<file path="src/rtl/clock_settings_button_menu_unit_macros.svh">
// Assertion macros for the clock settings button menu block.
// No dependencies; included by the files that carry assertions.
`ifndef CLOCK_SETTINGS_BUTTON_MENU_UNIT_MACROS_SVH
`define CLOCK_SETTINGS_BUTTON_MENU_UNIT_MACROS_SVH

// Same-cycle implication, disabled during reset.
`define CSBM_ASSERT_IMP(label, clk, rst_n, ante, cons) \
  label: assert property (@(posedge clk) disable iff (!rst_n) (ante) |-> (cons)) \
    else $error("csbm: same-cycle check failed");

// Next-cycle implication, disabled during reset.
`define CSBM_ASSERT_NXT(label, clk, rst_n, ante, cons) \
  label: assert property (@(posedge clk) disable iff (!rst_n) (ante) |=> (cons)) \
    else $error("csbm: next-cycle check failed");

`endif

</file>
<file path="src/rtl/csbm_pkg.sv">
// Types, constants and helper functions of the clock settings button menu.
// No dependencies; used by the interfaces, csbm_next and the top level.
package csbm_pkg;

  typedef enum logic [1:0] {
    BTN_UP     = 2'd0,
    BTN_DOWN   = 2'd1,
    BTN_SELECT = 2'd2
  } btn_e;

  typedef enum logic [7:0] {
    MODE_NORMAL   = 8'b0000_0001,
    MODE_MENU     = 8'b0000_0010,
    MODE_HOURS    = 8'b0000_0100,
    MODE_MINUTES  = 8'b0000_1000,
    MODE_DISPLAY  = 8'b0001_0000,
    MODE_COLOUR   = 8'b0010_0000,
    MODE_INTERVAL = 8'b0100_0000,
    MODE_SERIAL   = 8'b1000_0000
  } mode_e;

  // Mode codes as they appear on the result channel.
  localparam logic [2:0] CODE_NORMAL   = 3'd0;
  localparam logic [2:0] CODE_MENU     = 3'd1;
  localparam logic [2:0] CODE_HOURS    = 3'd2;
  localparam logic [2:0] CODE_MINUTES  = 3'd3;
  localparam logic [2:0] CODE_DISPLAY  = 3'd4;
  localparam logic [2:0] CODE_COLOUR   = 3'd5;
  localparam logic [2:0] CODE_INTERVAL = 3'd6;
  localparam logic [2:0] CODE_SERIAL   = 3'd7;

  // Main menu entries.
  localparam logic [2:0] MENU_TIME     = 3'd0;
  localparam logic [2:0] MENU_DISPLAY  = 3'd1;
  localparam logic [2:0] MENU_COLOUR   = 3'd2;
  localparam logic [2:0] MENU_INTERVAL = 3'd3;
  localparam logic [2:0] MENU_TOP      = 3'd4;

  localparam logic [4:0] HOURS_TOP     = 5'd23;
  localparam logic [5:0] MINUTES_TOP   = 6'd59;
  localparam logic [1:0] COLOUR_TOP    = 2'd2;
  localparam logic [6:0] INTERVAL_TOP  = 7'd99;
  localparam logic [6:0] INTERVAL_MIN  = 7'd1;
  localparam logic [6:0] INTERVAL_INIT = 7'd5;

  typedef struct packed {
    mode_e      mode;
    logic [2:0] menu_pos;
    logic [4:0] hours;
    logic [5:0] minutes;
    logic       display;
    logic [1:0] colour;
    logic       report;
    logic [6:0] interval;
  } menu_state_t;

  typedef struct packed {
    logic set_time;
    logic save;
  } strobe_t;

  // Step v within 0..top, wrapping at both ends.
  function automatic logic [6:0] wrap_step(logic [6:0] v, logic [6:0] top, logic up);
    logic [6:0] r;
    if (up) begin
      r = (v >= top) ? 7'd0 : v + 7'd1;
    end else begin
      r = (v == 7'd0 || v > top) ? top : v - 7'd1;
    end
    return r;
  endfunction

  function automatic logic [2:0] mode_code(mode_e m);
    logic [2:0] c;
    case (m)
      MODE_NORMAL:   c = CODE_NORMAL;
      MODE_MENU:     c = CODE_MENU;
      MODE_HOURS:    c = CODE_HOURS;
      MODE_MINUTES:  c = CODE_MINUTES;
      MODE_DISPLAY:  c = CODE_DISPLAY;
      MODE_COLOUR:   c = CODE_COLOUR;
      MODE_INTERVAL: c = CODE_INTERVAL;
      MODE_SERIAL:   c = CODE_SERIAL;
      default:       c = CODE_NORMAL;
    endcase
    return c;
  endfunction

endpackage

</file>
<file path="src/rtl/csbm_if.sv">
// Valid/ready channel interfaces for button presses and menu results.
// Depends on csbm_pkg.
interface csbm_in_if import csbm_pkg::*; ();
  logic       valid;
  logic       ready;
  logic [1:0] func;
  logic [4:0] now_hours;
  logic [5:0] now_minutes;

  modport source (output valid, func, now_hours, now_minutes, input ready);
  modport sink   (input valid, func, now_hours, now_minutes, output ready);
endinterface

interface csbm_out_if import csbm_pkg::*; ();
  logic       valid;
  logic       ready;
  logic [2:0] mode;
  logic [2:0] menu_item;
  logic [4:0] edit_hours;
  logic [5:0] edit_minutes;
  logic       display_on;
  logic [1:0] led_colour;
  logic       report_on;
  logic [6:0] report_interval;
  logic       set_time_strobe;
  logic       save_strobe;
  logic       menu_active;

  modport source (output valid, mode, menu_item, edit_hours, edit_minutes, display_on,
                  led_colour, report_on, report_interval, set_time_strobe,
                  save_strobe, menu_active, input ready);
  modport sink   (input valid, mode, menu_item, edit_hours, edit_minutes, display_on,
                  led_colour, report_on, report_interval, set_time_strobe,
                  save_strobe, menu_active, output ready);
endinterface

</file>
<file path="src/rtl/csbm_next.sv">
// Next-state logic of the menu: one button press applied to the menu state.
// Depends on csbm_pkg.
module csbm_next import csbm_pkg::*; (
  input  menu_state_t state_i,
  input  logic [1:0]  func_i,
  input  logic [4:0]  now_hours_i,
  input  logic [5:0]  now_minutes_i,
  output menu_state_t state_o,
  output strobe_t     strobe_o
);

  logic up, dn, sel;

  assign up  = (func_i == BTN_UP);
  assign dn  = (func_i == BTN_DOWN);
  assign sel = (func_i == BTN_SELECT);

  always_comb begin
    state_o  = state_i;
    strobe_o = '0;
    case (state_i.mode)
      MODE_NORMAL: begin
        if (sel) begin
          state_o.mode     = MODE_MENU;
          state_o.menu_pos = MENU_TIME;
        end
      end
      MODE_MENU: begin
        // down moves forward through the list
        if (up || dn) begin
          state_o.menu_pos = 3'(wrap_step({4'd0, state_i.menu_pos}, {4'd0, MENU_TOP}, dn));
        end else if (sel) begin
          case (state_i.menu_pos)
            MENU_TIME: begin
              state_o.hours   = (now_hours_i > HOURS_TOP) ? HOURS_TOP : now_hours_i;
              state_o.minutes = (now_minutes_i > MINUTES_TOP) ? MINUTES_TOP : now_minutes_i;
              state_o.mode    = MODE_HOURS;
            end
            MENU_DISPLAY:  state_o.mode = MODE_DISPLAY;
            MENU_COLOUR:   state_o.mode = MODE_COLOUR;
            MENU_INTERVAL: state_o.mode = MODE_INTERVAL;
            default:       state_o.mode = MODE_SERIAL;
          endcase
        end
      end
      MODE_HOURS: begin
        if (up || dn) begin
          state_o.hours = 5'(wrap_step({2'd0, state_i.hours}, {2'd0, HOURS_TOP}, up));
        end else if (sel) begin
          state_o.mode = MODE_MINUTES;
        end
      end
      MODE_MINUTES: begin
        if (up || dn) begin
          state_o.minutes = 6'(wrap_step({1'b0, state_i.minutes}, {1'b0, MINUTES_TOP}, up));
        end else if (sel) begin
          strobe_o.set_time = 1'b1;
          state_o.mode      = MODE_NORMAL;
        end
      end
      MODE_DISPLAY: begin
        if (up || dn) begin
          state_o.display = ~state_i.display;
        end else if (sel) begin
          strobe_o.save = 1'b1;
          state_o.mode  = MODE_NORMAL;
        end
      end
      MODE_COLOUR: begin
        if (up || dn) begin
          state_o.colour = 2'(wrap_step({5'd0, state_i.colour}, {5'd0, COLOUR_TOP}, up));
        end else if (sel) begin
          strobe_o.save = 1'b1;
          state_o.mode  = MODE_NORMAL;
        end
      end
      MODE_INTERVAL: begin
        // range is 1..99, not 0..top
        if (up) begin
          state_o.interval = (state_i.interval >= INTERVAL_TOP) ? INTERVAL_MIN
                                                                : state_i.interval + 7'd1;
        end else if (dn) begin
          state_o.interval = (state_i.interval <= INTERVAL_MIN ||
                              state_i.interval > INTERVAL_TOP) ? INTERVAL_TOP
                                                               : state_i.interval - 7'd1;
        end else if (sel) begin
          strobe_o.save = 1'b1;
          state_o.mode  = MODE_NORMAL;
        end
      end
      MODE_SERIAL: begin
        if (up || dn) begin
          state_o.report = ~state_i.report;
        end else if (sel) begin
          strobe_o.save = 1'b1;
          state_o.mode  = MODE_NORMAL;
        end
      end
      default: begin
        state_o = state_i;
      end
    endcase
  end

endmodule

</file>
<file path="src/rtl/clock_settings_button_menu_unit.sv">
// Clock settings button menu: press channel in, menu result channel out.
// Sinks one press per transaction; each press yields one result transaction.
// Channels are valid/ready: in_i carries func (0 up, 1 down, 2 select) with
// the current clock hours and minutes; out_o carries the menu state after the
// press plus the set-time and save strobes.
// The result of an accepted press is captured in the result register on acceptance.
// Throughput: one press per cycle while the receiver takes each result; the next-state
// logic sits between the menu state registers and a single result register.
// in_i.ready is high while the result register is empty or being drained in
// the same cycle, so a stalled receiver holds the result and stops presses
// after one; nothing is dropped.
// Reset: normal mode, menu entry 0, edit values 0, display and report on,
// colour 0, interval 5 s, result register empty.
// Depends on csbm_pkg, csbm_if.sv, csbm_next and the assertion macro header.
`include "clock_settings_button_menu_unit_macros.svh"

module clock_settings_button_menu_unit import csbm_pkg::*; (
  input  logic          clk_i,
  input  logic          rst_ni,
  csbm_in_if.sink       in_i,
  csbm_out_if.source    out_o
);

  menu_state_t state_q, state_d;
  strobe_t     strobe;
  logic        out_valid_q;
  logic        accept;

  typedef struct packed {
    logic [2:0] mode;
    logic [2:0] menu_item;
    logic [4:0] edit_hours;
    logic [5:0] edit_minutes;
    logic       display_on;
    logic [1:0] led_colour;
    logic       report_on;
    logic [6:0] report_interval;
    logic       set_time_strobe;
    logic       save_strobe;
    logic       menu_active;
  } result_t;

  result_t out_q, out_d;

  csbm_next u_next (
    .state_i       (state_q),
    .func_i        (in_i.func),
    .now_hours_i   (in_i.now_hours),
    .now_minutes_i (in_i.now_minutes),
    .state_o       (state_d),
    .strobe_o      (strobe)
  );

  assign in_i.ready = ~out_valid_q | out_o.ready;
  assign accept     = in_i.valid & in_i.ready;

  always_comb begin
    out_d.mode            = mode_code(state_d.mode);
    out_d.menu_item       = state_d.menu_pos;
    out_d.edit_hours      = state_d.hours;
    out_d.edit_minutes    = state_d.minutes;
    out_d.display_on      = state_d.display;
    out_d.led_colour      = state_d.colour;
    out_d.report_on       = state_d.report;
    out_d.report_interval = state_d.interval;
    out_d.set_time_strobe = strobe.set_time;
    out_d.save_strobe     = strobe.save;
    out_d.menu_active     = (state_d.mode != MODE_NORMAL);
  end

  always_ff @(posedge clk_i or negedge rst_ni) begin
    if (!rst_ni) begin
      state_q.mode     <= MODE_NORMAL;
      state_q.menu_pos <= MENU_TIME;
      state_q.hours    <= '0;
      state_q.minutes  <= '0;
      state_q.display  <= 1'b1;
      state_q.colour   <= '0;
      state_q.report   <= 1'b1;
      state_q.interval <= INTERVAL_INIT;
      out_valid_q      <= 1'b0;
    end else begin
      if (accept) begin
        state_q <= state_d;
      end
      if (accept) begin
        out_valid_q <= 1'b1;
      end else if (out_o.ready) begin
        out_valid_q <= 1'b0;
      end
    end
  end

  always_ff @(posedge clk_i) begin
    if (accept) begin
      out_q <= out_d;
    end
  end

  assign out_o.valid           = out_valid_q;
  assign out_o.mode            = out_q.mode;
  assign out_o.menu_item       = out_q.menu_item;
  assign out_o.edit_hours      = out_q.edit_hours;
  assign out_o.edit_minutes    = out_q.edit_minutes;
  assign out_o.display_on      = out_q.display_on;
  assign out_o.led_colour      = out_q.led_colour;
  assign out_o.report_on       = out_q.report_on;
  assign out_o.report_interval = out_q.report_interval;
  assign out_o.set_time_strobe = out_q.set_time_strobe;
  assign out_o.save_strobe     = out_q.save_strobe;
  assign out_o.menu_active     = out_q.menu_active;

  `CSBM_ASSERT_IMP(a_mode_onehot, clk_i, rst_ni, 1'b1, $onehot(state_q.mode))
  `CSBM_ASSERT_IMP(a_interval_range, clk_i, rst_ni, 1'b1, (state_q.interval >= INTERVAL_MIN && state_q.interval <= INTERVAL_TOP))
  `CSBM_ASSERT_IMP(a_strobe_exit, clk_i, rst_ni, out_valid_q && (out_q.set_time_strobe || out_q.save_strobe), (out_q.mode == CODE_NORMAL) && !(out_q.set_time_strobe && out_q.save_strobe))
  `CSBM_ASSERT_NXT(a_result_follows, clk_i, rst_ni, accept, out_valid_q && (out_q.mode == mode_code(state_q.mode)))

endmodule

</file>
<file path="src/flat_wrapper.sv">
// flat-port wrapper written by rule: the top's interface ports become plain ports
module clock_settings_button_menu_unit_flat import csbm_pkg::*;
  (clk_i, rst_ni, in_i_valid, in_i_func, in_i_now_hours, in_i_now_minutes, in_i_ready, out_o_valid, out_o_mode, out_o_menu_item, out_o_edit_hours, out_o_edit_minutes, out_o_display_on, out_o_led_colour, out_o_report_on, out_o_report_interval, out_o_set_time_strobe, out_o_save_strobe, out_o_menu_active, out_o_ready);
  csbm_in_if in_i_i ();
  csbm_out_if out_o_i ();
  input  logic clk_i;
  input  logic rst_ni;
  input wire logic [$bits(in_i_i.valid)-1:0] in_i_valid;
  input wire logic [$bits(in_i_i.func)-1:0] in_i_func;
  input wire logic [$bits(in_i_i.now_hours)-1:0] in_i_now_hours;
  input wire logic [$bits(in_i_i.now_minutes)-1:0] in_i_now_minutes;
  output wire logic [$bits(in_i_i.ready)-1:0] in_i_ready;
  output wire logic [$bits(out_o_i.valid)-1:0] out_o_valid;
  output wire logic [$bits(out_o_i.mode)-1:0] out_o_mode;
  output wire logic [$bits(out_o_i.menu_item)-1:0] out_o_menu_item;
  output wire logic [$bits(out_o_i.edit_hours)-1:0] out_o_edit_hours;
  output wire logic [$bits(out_o_i.edit_minutes)-1:0] out_o_edit_minutes;
  output wire logic [$bits(out_o_i.display_on)-1:0] out_o_display_on;
  output wire logic [$bits(out_o_i.led_colour)-1:0] out_o_led_colour;
  output wire logic [$bits(out_o_i.report_on)-1:0] out_o_report_on;
  output wire logic [$bits(out_o_i.report_interval)-1:0] out_o_report_interval;
  output wire logic [$bits(out_o_i.set_time_strobe)-1:0] out_o_set_time_strobe;
  output wire logic [$bits(out_o_i.save_strobe)-1:0] out_o_save_strobe;
  output wire logic [$bits(out_o_i.menu_active)-1:0] out_o_menu_active;
  input wire logic [$bits(out_o_i.ready)-1:0] out_o_ready;
  assign in_i_i.valid = in_i_valid;
  assign in_i_i.func = in_i_func;
  assign in_i_i.now_hours = in_i_now_hours;
  assign in_i_i.now_minutes = in_i_now_minutes;
  assign in_i_ready = in_i_i.ready;
  assign out_o_valid = out_o_i.valid;
  assign out_o_mode = out_o_i.mode;
  assign out_o_menu_item = out_o_i.menu_item;
  assign out_o_edit_hours = out_o_i.edit_hours;
  assign out_o_edit_minutes = out_o_i.edit_minutes;
  assign out_o_display_on = out_o_i.display_on;
  assign out_o_led_colour = out_o_i.led_colour;
  assign out_o_report_on = out_o_i.report_on;
  assign out_o_report_interval = out_o_i.report_interval;
  assign out_o_set_time_strobe = out_o_i.set_time_strobe;
  assign out_o_save_strobe = out_o_i.save_strobe;
  assign out_o_menu_active = out_o_i.menu_active;
  assign out_o_i.ready = out_o_ready;
  clock_settings_button_menu_unit u_core (.clk_i(clk_i), .rst_ni(rst_ni), .in_i(in_i_i), .out_o(out_o_i));
endmodule
</file>
<file path="config.mk">
export PLATFORM = sky130hd
export DESIGN_NAME = clock_settings_button_menu_unit_flat
export DESIGN_NICKNAME = d
export VERILOG_FILES = /design/src/rtl/csbm_pkg.sv /design/src/rtl/csbm_if.sv /design/src/rtl/csbm_next.sv /design/src/rtl/clock_settings_button_menu_unit.sv /design/src/flat_wrapper.sv
export VERILOG_INCLUDE_DIRS = /design/src /design/src/rtl
export SDC_FILE = /design/constraint.sdc
export NUM_CORES = 1
export LEC_CHECK = 0
export ABC_AREA = 1
export BUFFER_PORTS_ARGS = -buffer_cell sky130_fd_sc_hd__buf_2
export CORE_MARGIN = 4
export CORE_UTILIZATION = 60
export DETAILED_ROUTE_END_ITERATION = 8
export GPL_ROUTABILITY_DRIVEN = 0
export HOLD_SLACK_MARGIN = 0.02
export PLACE_DENSITY = 0.78
export SETUP_SLACK_MARGIN = 0.15
export SLEW_MARGIN = 30
export SYNTH_ARGS = -nofsm -noshare
export SYNTH_HDL_FRONTEND = slang
export SYNTH_SLANG_ARGS = --single-unit
</file>
<file path="constraint.sdc">
create_clock -name clk_i -period 3.6 [get_ports clk_i]
set_input_delay 1.08 -clock clk_i [delete_from_list [all_inputs] [get_ports clk_i]]
set_output_delay 1.08 -clock clk_i [all_outputs]
set_load 0.01 [all_outputs]
</file>
# [Yosys cells after proc, flatten, opt, wreduce, memory -nomap -nowiden]
# Index checks and enable logic that the tools add are counted.
[classes] n_reduce_logical=14 add_sub_neg=10 bitwise_logic=5 mux=53 eq_ne=21 magnitude_cmp=13
[ops] op="2-to-1 mux 8 bit" count=8
[ops] op="2-to-1 mux 11 bit" count=4
[ops] op="one-hot mux 8 bit (5 select lines)" count=1
[ops] op="2-to-1 mux 7 bit" count=5
[ops] op="one-hot mux 8 bit (4 select lines)" count=1
[ops] op="2-to-1 mux 6 bit" count=5
[ops] op="2-to-1 mux 5 bit" count=5
[ops] op="one-hot mux 3 bit (7 select lines)" count=1
[ops] op="== test 8 x 2 -> 1 bit (second input constant)" count=2
[ops] op="== test 8 x 3 -> 1 bit (second input constant)" count=2
[ops] op="== test 8 x 4 -> 1 bit (second input constant)" count=2
[ops] op="== test 8 x 5 -> 1 bit (second input constant)" count=2
[ops] op="== test 8 x 6 -> 1 bit (second input constant)" count=2
[ops] op="== test 8 x 7 -> 1 bit (second input constant)" count=2
[ops] op="== test 8 bit (second input constant)" count=2
[ops] op="> comparator 6 bit (second input constant)" count=2
[ops] op="2-to-1 mux 3 bit" count=4
[ops] op="one-hot mux 6 bit (2 select lines)" count=1
[ops] op="> comparator 5 bit (second input constant)" count=2
[ops] op="2-to-1 mux 1 bit" count=10
[ops] op="2-to-1 mux 2 bit" count=5
[ops] op="one-hot mux 5 bit (2 select lines)" count=1
[ops] op="== test 8 x 1 -> 1 bit (second input constant)" count=1
[ops] op="!= test 8 x 1 -> 1 bit (second input constant)" count=1
[ops] op="36 further kinds" count=45
[totals] inputBits=17 output_inout_bits=33 reg_bits=65

# [Depth between registers and ports, before layout]
[depth] word_depth=7 mapped_depth=15 mapped_depth_nobuf=14

# [By module]
# A second synthesis with hierarchy kept.
[hier_totals] cells_unflattened=630 hier_area_um2=4611.9
[by_module_without_submodules] module="clock_settings_button_menu_unit" area_per_inst_um2=2418.6 n_inst=1 seq_area_each_um2=1788.0 cells_each=209
[by_module_without_submodules] module="csbm_next" area_per_inst_um2=2193.4 n_inst=1 seq_area_each_um2=0.0 cells_each=421

# [Least setup slack after synthesis]
# Ideal clock, no wire load.
[synth_timing] kind="input -> register" start="input out_o_ready" end="register u_core.out_q, in the netlist u_core.out_o.display_on, enable pin" required_time_ps=3194 slack_ps=319 cell_stages=6 arrival_time_ps=2876 cell_sequence="inv_1 > nand2_1 > nand2_1 > inv_1 > clkbuf_1 > clkbuf_1"
[synth_between] elab_chain_len=2
[synth_rtl] item="from (decl)" line="flat_wrapper.sv:25" text="input wire logic [$bits(out_o_i.ready)-1:0] out_o_ready;"
[synth_rtl] item="OR 1 bit" line="clock_settings_button_menu_unit.sv:54" text="assign in_i.ready = ~out_valid_q | out_o.ready;"
[synth_rtl] item="named net in_i_ready" line="flat_wrapper.sv:12" text="output wire logic [$bits(in_i_i.ready)-1:0] in_i_ready;"
[synth_rtl] item="bitwise AND 1 bit" line="clock_settings_button_menu_unit.sv:55" text="assign accept = in_i.valid & in_i.ready;"
[synth_rtl] item="named net u_core.accept" line="clock_settings_button_menu_unit.sv:27" text="logic accept;"
[synth_rtl] item="to (signal assigned)" line="clock_settings_button_menu_unit.sv:96" text="out_q <= out_d;"
[synth_rtl] item="to (decl)" line="clock_settings_button_menu_unit.sv:43" text="result_t out_q, out_d;"
# The timed path passes the listed nets, and every way through them passes these cells.
# A chain may end at the register's enable or synchronous reset.

==> results.tsv <==
stage	metric	value	unit
run_status	outcome	finished clean	
timing	crit path setup slack, layout	0.716	ns
clocking	H-tree depth	3	
timing	setup_tns	0	ns
yosys	Syn Nets	608	
yosys	dominant synthesized flop cell	edfxtp_1	
finish	most frequent cells in the layout	nand2_1 (139), inv_1 (63), o21ai_0 (61)	
floorplan	die extent in x	93.9	um
setup_path	Worst EP required	3.86	ns
placement	Placed Instances	712	
setup_path	crit path launch type	primary input	
clocking	Root Driver	clkbuf_8	
setup_path	cell chain of the critical path	buf_2 -> inv_2 -> nand2_1 -> inv_2 -> nand2_1 -> nor2_1 -> nand2_1 -> xor2_1 -> nand2_1 -> nand2_1 -> a22oi_1 -> nand2_1 -> o21ai_0	
clocking	maximum buffer depth of the clock tree	2	
placement	DP Area	4780	sq um
clocking	Reg clk slew, reported paths	0.07	ns
routing	number of routed nets with antenna violations	0	
timing	Tmin final	2.88	ns
timing	Max-slew headroom	46.0	%
floorplan	Core ar.	7210	sq um
min_path	hold depth	2	
placement	DP Wirelength	7650	um
timing	worst hold slack	0.482	ns
clocking	CTS resizes	0	
finish	antenna fix cells	0	
finish	commonest non-fill, non-tap cell in the layout	nand2_1	
floorplan	I/O pin total	50	
clocking	TritonCTS clock tree	done	
setup_path	Reg2Reg Setup Slack	1.21	ns
finish	share of cells above drive strength 1	18.9	%
timing	final worst-path cycle share	80.1	%
finish	area added between synthesis and finish	12.0	%
clocking	Post-CTS Setup Bufs	0	
routing	vias per cell	5.57	
floorplan	Initial Utilization	61.3	%
timing	Final Skew	0.00895	ns
yosys	Netlist Area Pre-Place	4420	sq um
placement	post-placement setup slack	0.403	ns
pwr	Design Power	3.83	mW
pwr	Static Leak	2.32	nW
setup_path	endpoint type of the worst setup path	register	
setup_path	Most Frequent Cell on Critical Path	nand2_1	
min_path	hold path startpoint	u_core.state_q[10]	
setup_path	Setup CP Type	in2reg	
grt	antenna violations before repair	0	
min_path	WHS Endpoint	u_core.state_q[10]	
grt	first-pass GRT wire length	17700	um
setup_path	crit path max fanout	13	
setup_path	RR Endpoint	u_core.out_o.mode[1]	
min_path	worst min path class	reg2reg	
clocking	hold_buf cts	0	
yosys	register bit total from synthesis	65	
yosys	Cell variety after synth	41	
job	max_cap viols	0	
setup_path	R2R cell count	13	
setup_path	launch point of the worst reg-to-reg path	u_core.state_q[25]	
setup_path	Critical Path AT	3.15	ns
clocking	CTS sink cnt	65	
floorplan	Die Footprint	8810	sq um
floorplan	Cell Rows	31	
finish	cell area after layout	4960	sq um
grt	total global-route track usage	25.4	%
placement	input/output buffers	49	
clocking	Clock Latency Late Sink	0.35	ns
routing	DRC errors left	0	
grt	largest net degree at the start of global routing	61	
grt	vias in the first global route	3735	
finish	Post-Layout Cell Count	728	
finish	final core utilization	68.7	%
routing	1st-iter DRT viols	279	
routing	WL/cell	14.3	um
yosys	number of flops mapped to enable cells by yosys	31	
timing	Fmax	347	MHz
pwr	VDD IR max	0.000402	V
timing	RSZ-0062 raised after global routing	no	
timing	Hold Violations, Final	0	
yosys	asr flop ratio synth	52.3	%
setup_path	Critical Path Max Stage Delay	0.33	ns
routing	1st-pass router iterations	7	
grt	GRT Residual Overflow	0	
routing	Routed WL	10400	um
clocking	CTS Buf Count	9	
routing	vias post-DR	4057	
yosys	YS warnings	0	
finish	Filler cells	609	
floorplan	die height	93.9	um
pwr	Power Density	772	nW/um^2
timing	final setup fails	0	
timing	measured slew at the worst slew-check pin	0.810	ns
yosys	Synth Area per Inst	7.72	sq um
yosys	sequential area share after synthesis	40.4	%
finish	Nets	659	
yosys	number of cells produced by synthesis	573	
timing	fin. max-slew vios	0	
setup_path	Crit-path slowest cell	nand2_1	
layout make-up:
| type | instances | area, sq um | share of cell area [%] |
|---|---|---|---|
| Clock buffer | 16 | 180 | 3.64 |
| Inverter | 81 | 304 | 6.13 |
| Multi-Input combinational cell | 415 | 2280 | 46.0 |
| Sequential cell | 65 | 1790 | 36.1 |
| Tap cell | 99 | 124 | 2.50 |
| Timing Repair Buffer | 52 | 280 | 5.66 |
cell usage after synthesis, types with 3 or more instances:
library cell	count	area share (%)
a21oi_1	19	2.1
a22oi_1	5	0.85
a31oi_1	5	0.71
buf_2	3	0.34
clkbuf_1	6	0.51
dfrtp_1	29	16
dfstp_2	5	3.0
edfxtp_1	31	21
ha_1	18	5.1
inv_1	64	5.4
inv_2	16	1.4
nand2_1	139	12
nand2_2	9	1.3
nand2_4	3	0.76
nand3_1	29	3.3
nand4_1	9	1.3
nor2_1	50	4.2
nor2_2	5	0.71
nor2_4	3	0.76
nor3_1	3	0.34
o2111ai_1	3	0.59
o211ai_1	11	1.9
o21ai_0	61	6.9
o21ai_2	3	0.59
o221ai_1	5	0.99
o22ai_1	7	0.99
xor2_1	13	2.6
cells by family after synthesis:
| family | count (synthesis) | share of synthesized area, % |
|---|---|---|
| simple gates | 257 | 26.7 |
| compound gates | 127 | 17.1 |
| buf+inv | 93 | 8.06 |
| flops | 65 | 40.4 |
| fa+ha+maj | 18 | 5.09 |
| xor+xnor | 13 | 2.57 |
metal layers:
layer  track usage, %  up-vias  share of wire, %
met3             5.37       18               5.9
met4             8.42        0               1.5
li1                 -     2009                 -
met2             41.7      142                48
met1             33.3     1888                44
met5                0        -                 0
worst max-delay path by stage:
stage,startpoint,end,slack (ns),depth (start not counted)
after floorplan,out_o_ready,u_core.out_o.display_on,0.32,6
after global placement,in_i_func[1],u_core.state_q[5],0.46,13
after detailed placement,in_i_func[1],u_core.state_q[5],0.40,13
after CTS,in_i_func[1],u_core.state_q[5],0.77,13
after global routing,in_i_func[1],u_core.state_q[5],0.50,13
final,in_i_func[1],u_core.state_q[5],0.72,13
report_power, final:
group          internal [mW]  switching (mW)  leakage, nW
Clock                  0.308           0.276       0.0910
Sequential              1.09           0.208        0.750
Combinational          0.680            1.26         1.48
critical path: cells and delay by family:
family,cells,cell delay (ns)
AOI/OAI and AO/OA,2,0.30
and+or+nand+nor,7,0.91
xor gates and xnor gates,1,0.15
buffers and inverters,3,0.68
flip-flops by register name (all words and copies together) (netlist names):
name                          count
u_core.state_q                   33
u_core.out_o.display_on           1
u_core.out_o.report_on            1
u_core.out_o.menu_active          1
u_core.out_o.valid                1
u_core.out_o.edit_minutes         6
u_core.out_o.mode                 3
u_core.out_o.menu_item            3
u_core.out_o.report_interval      7
u_core.out_o.edit_hours           5
u_core.out_o.save_strobe          1
u_core.out_o.set_time_strobe      1
u_core.out_o.led_colour           2
Note: power is estimated with default switching activity, not from simulation.
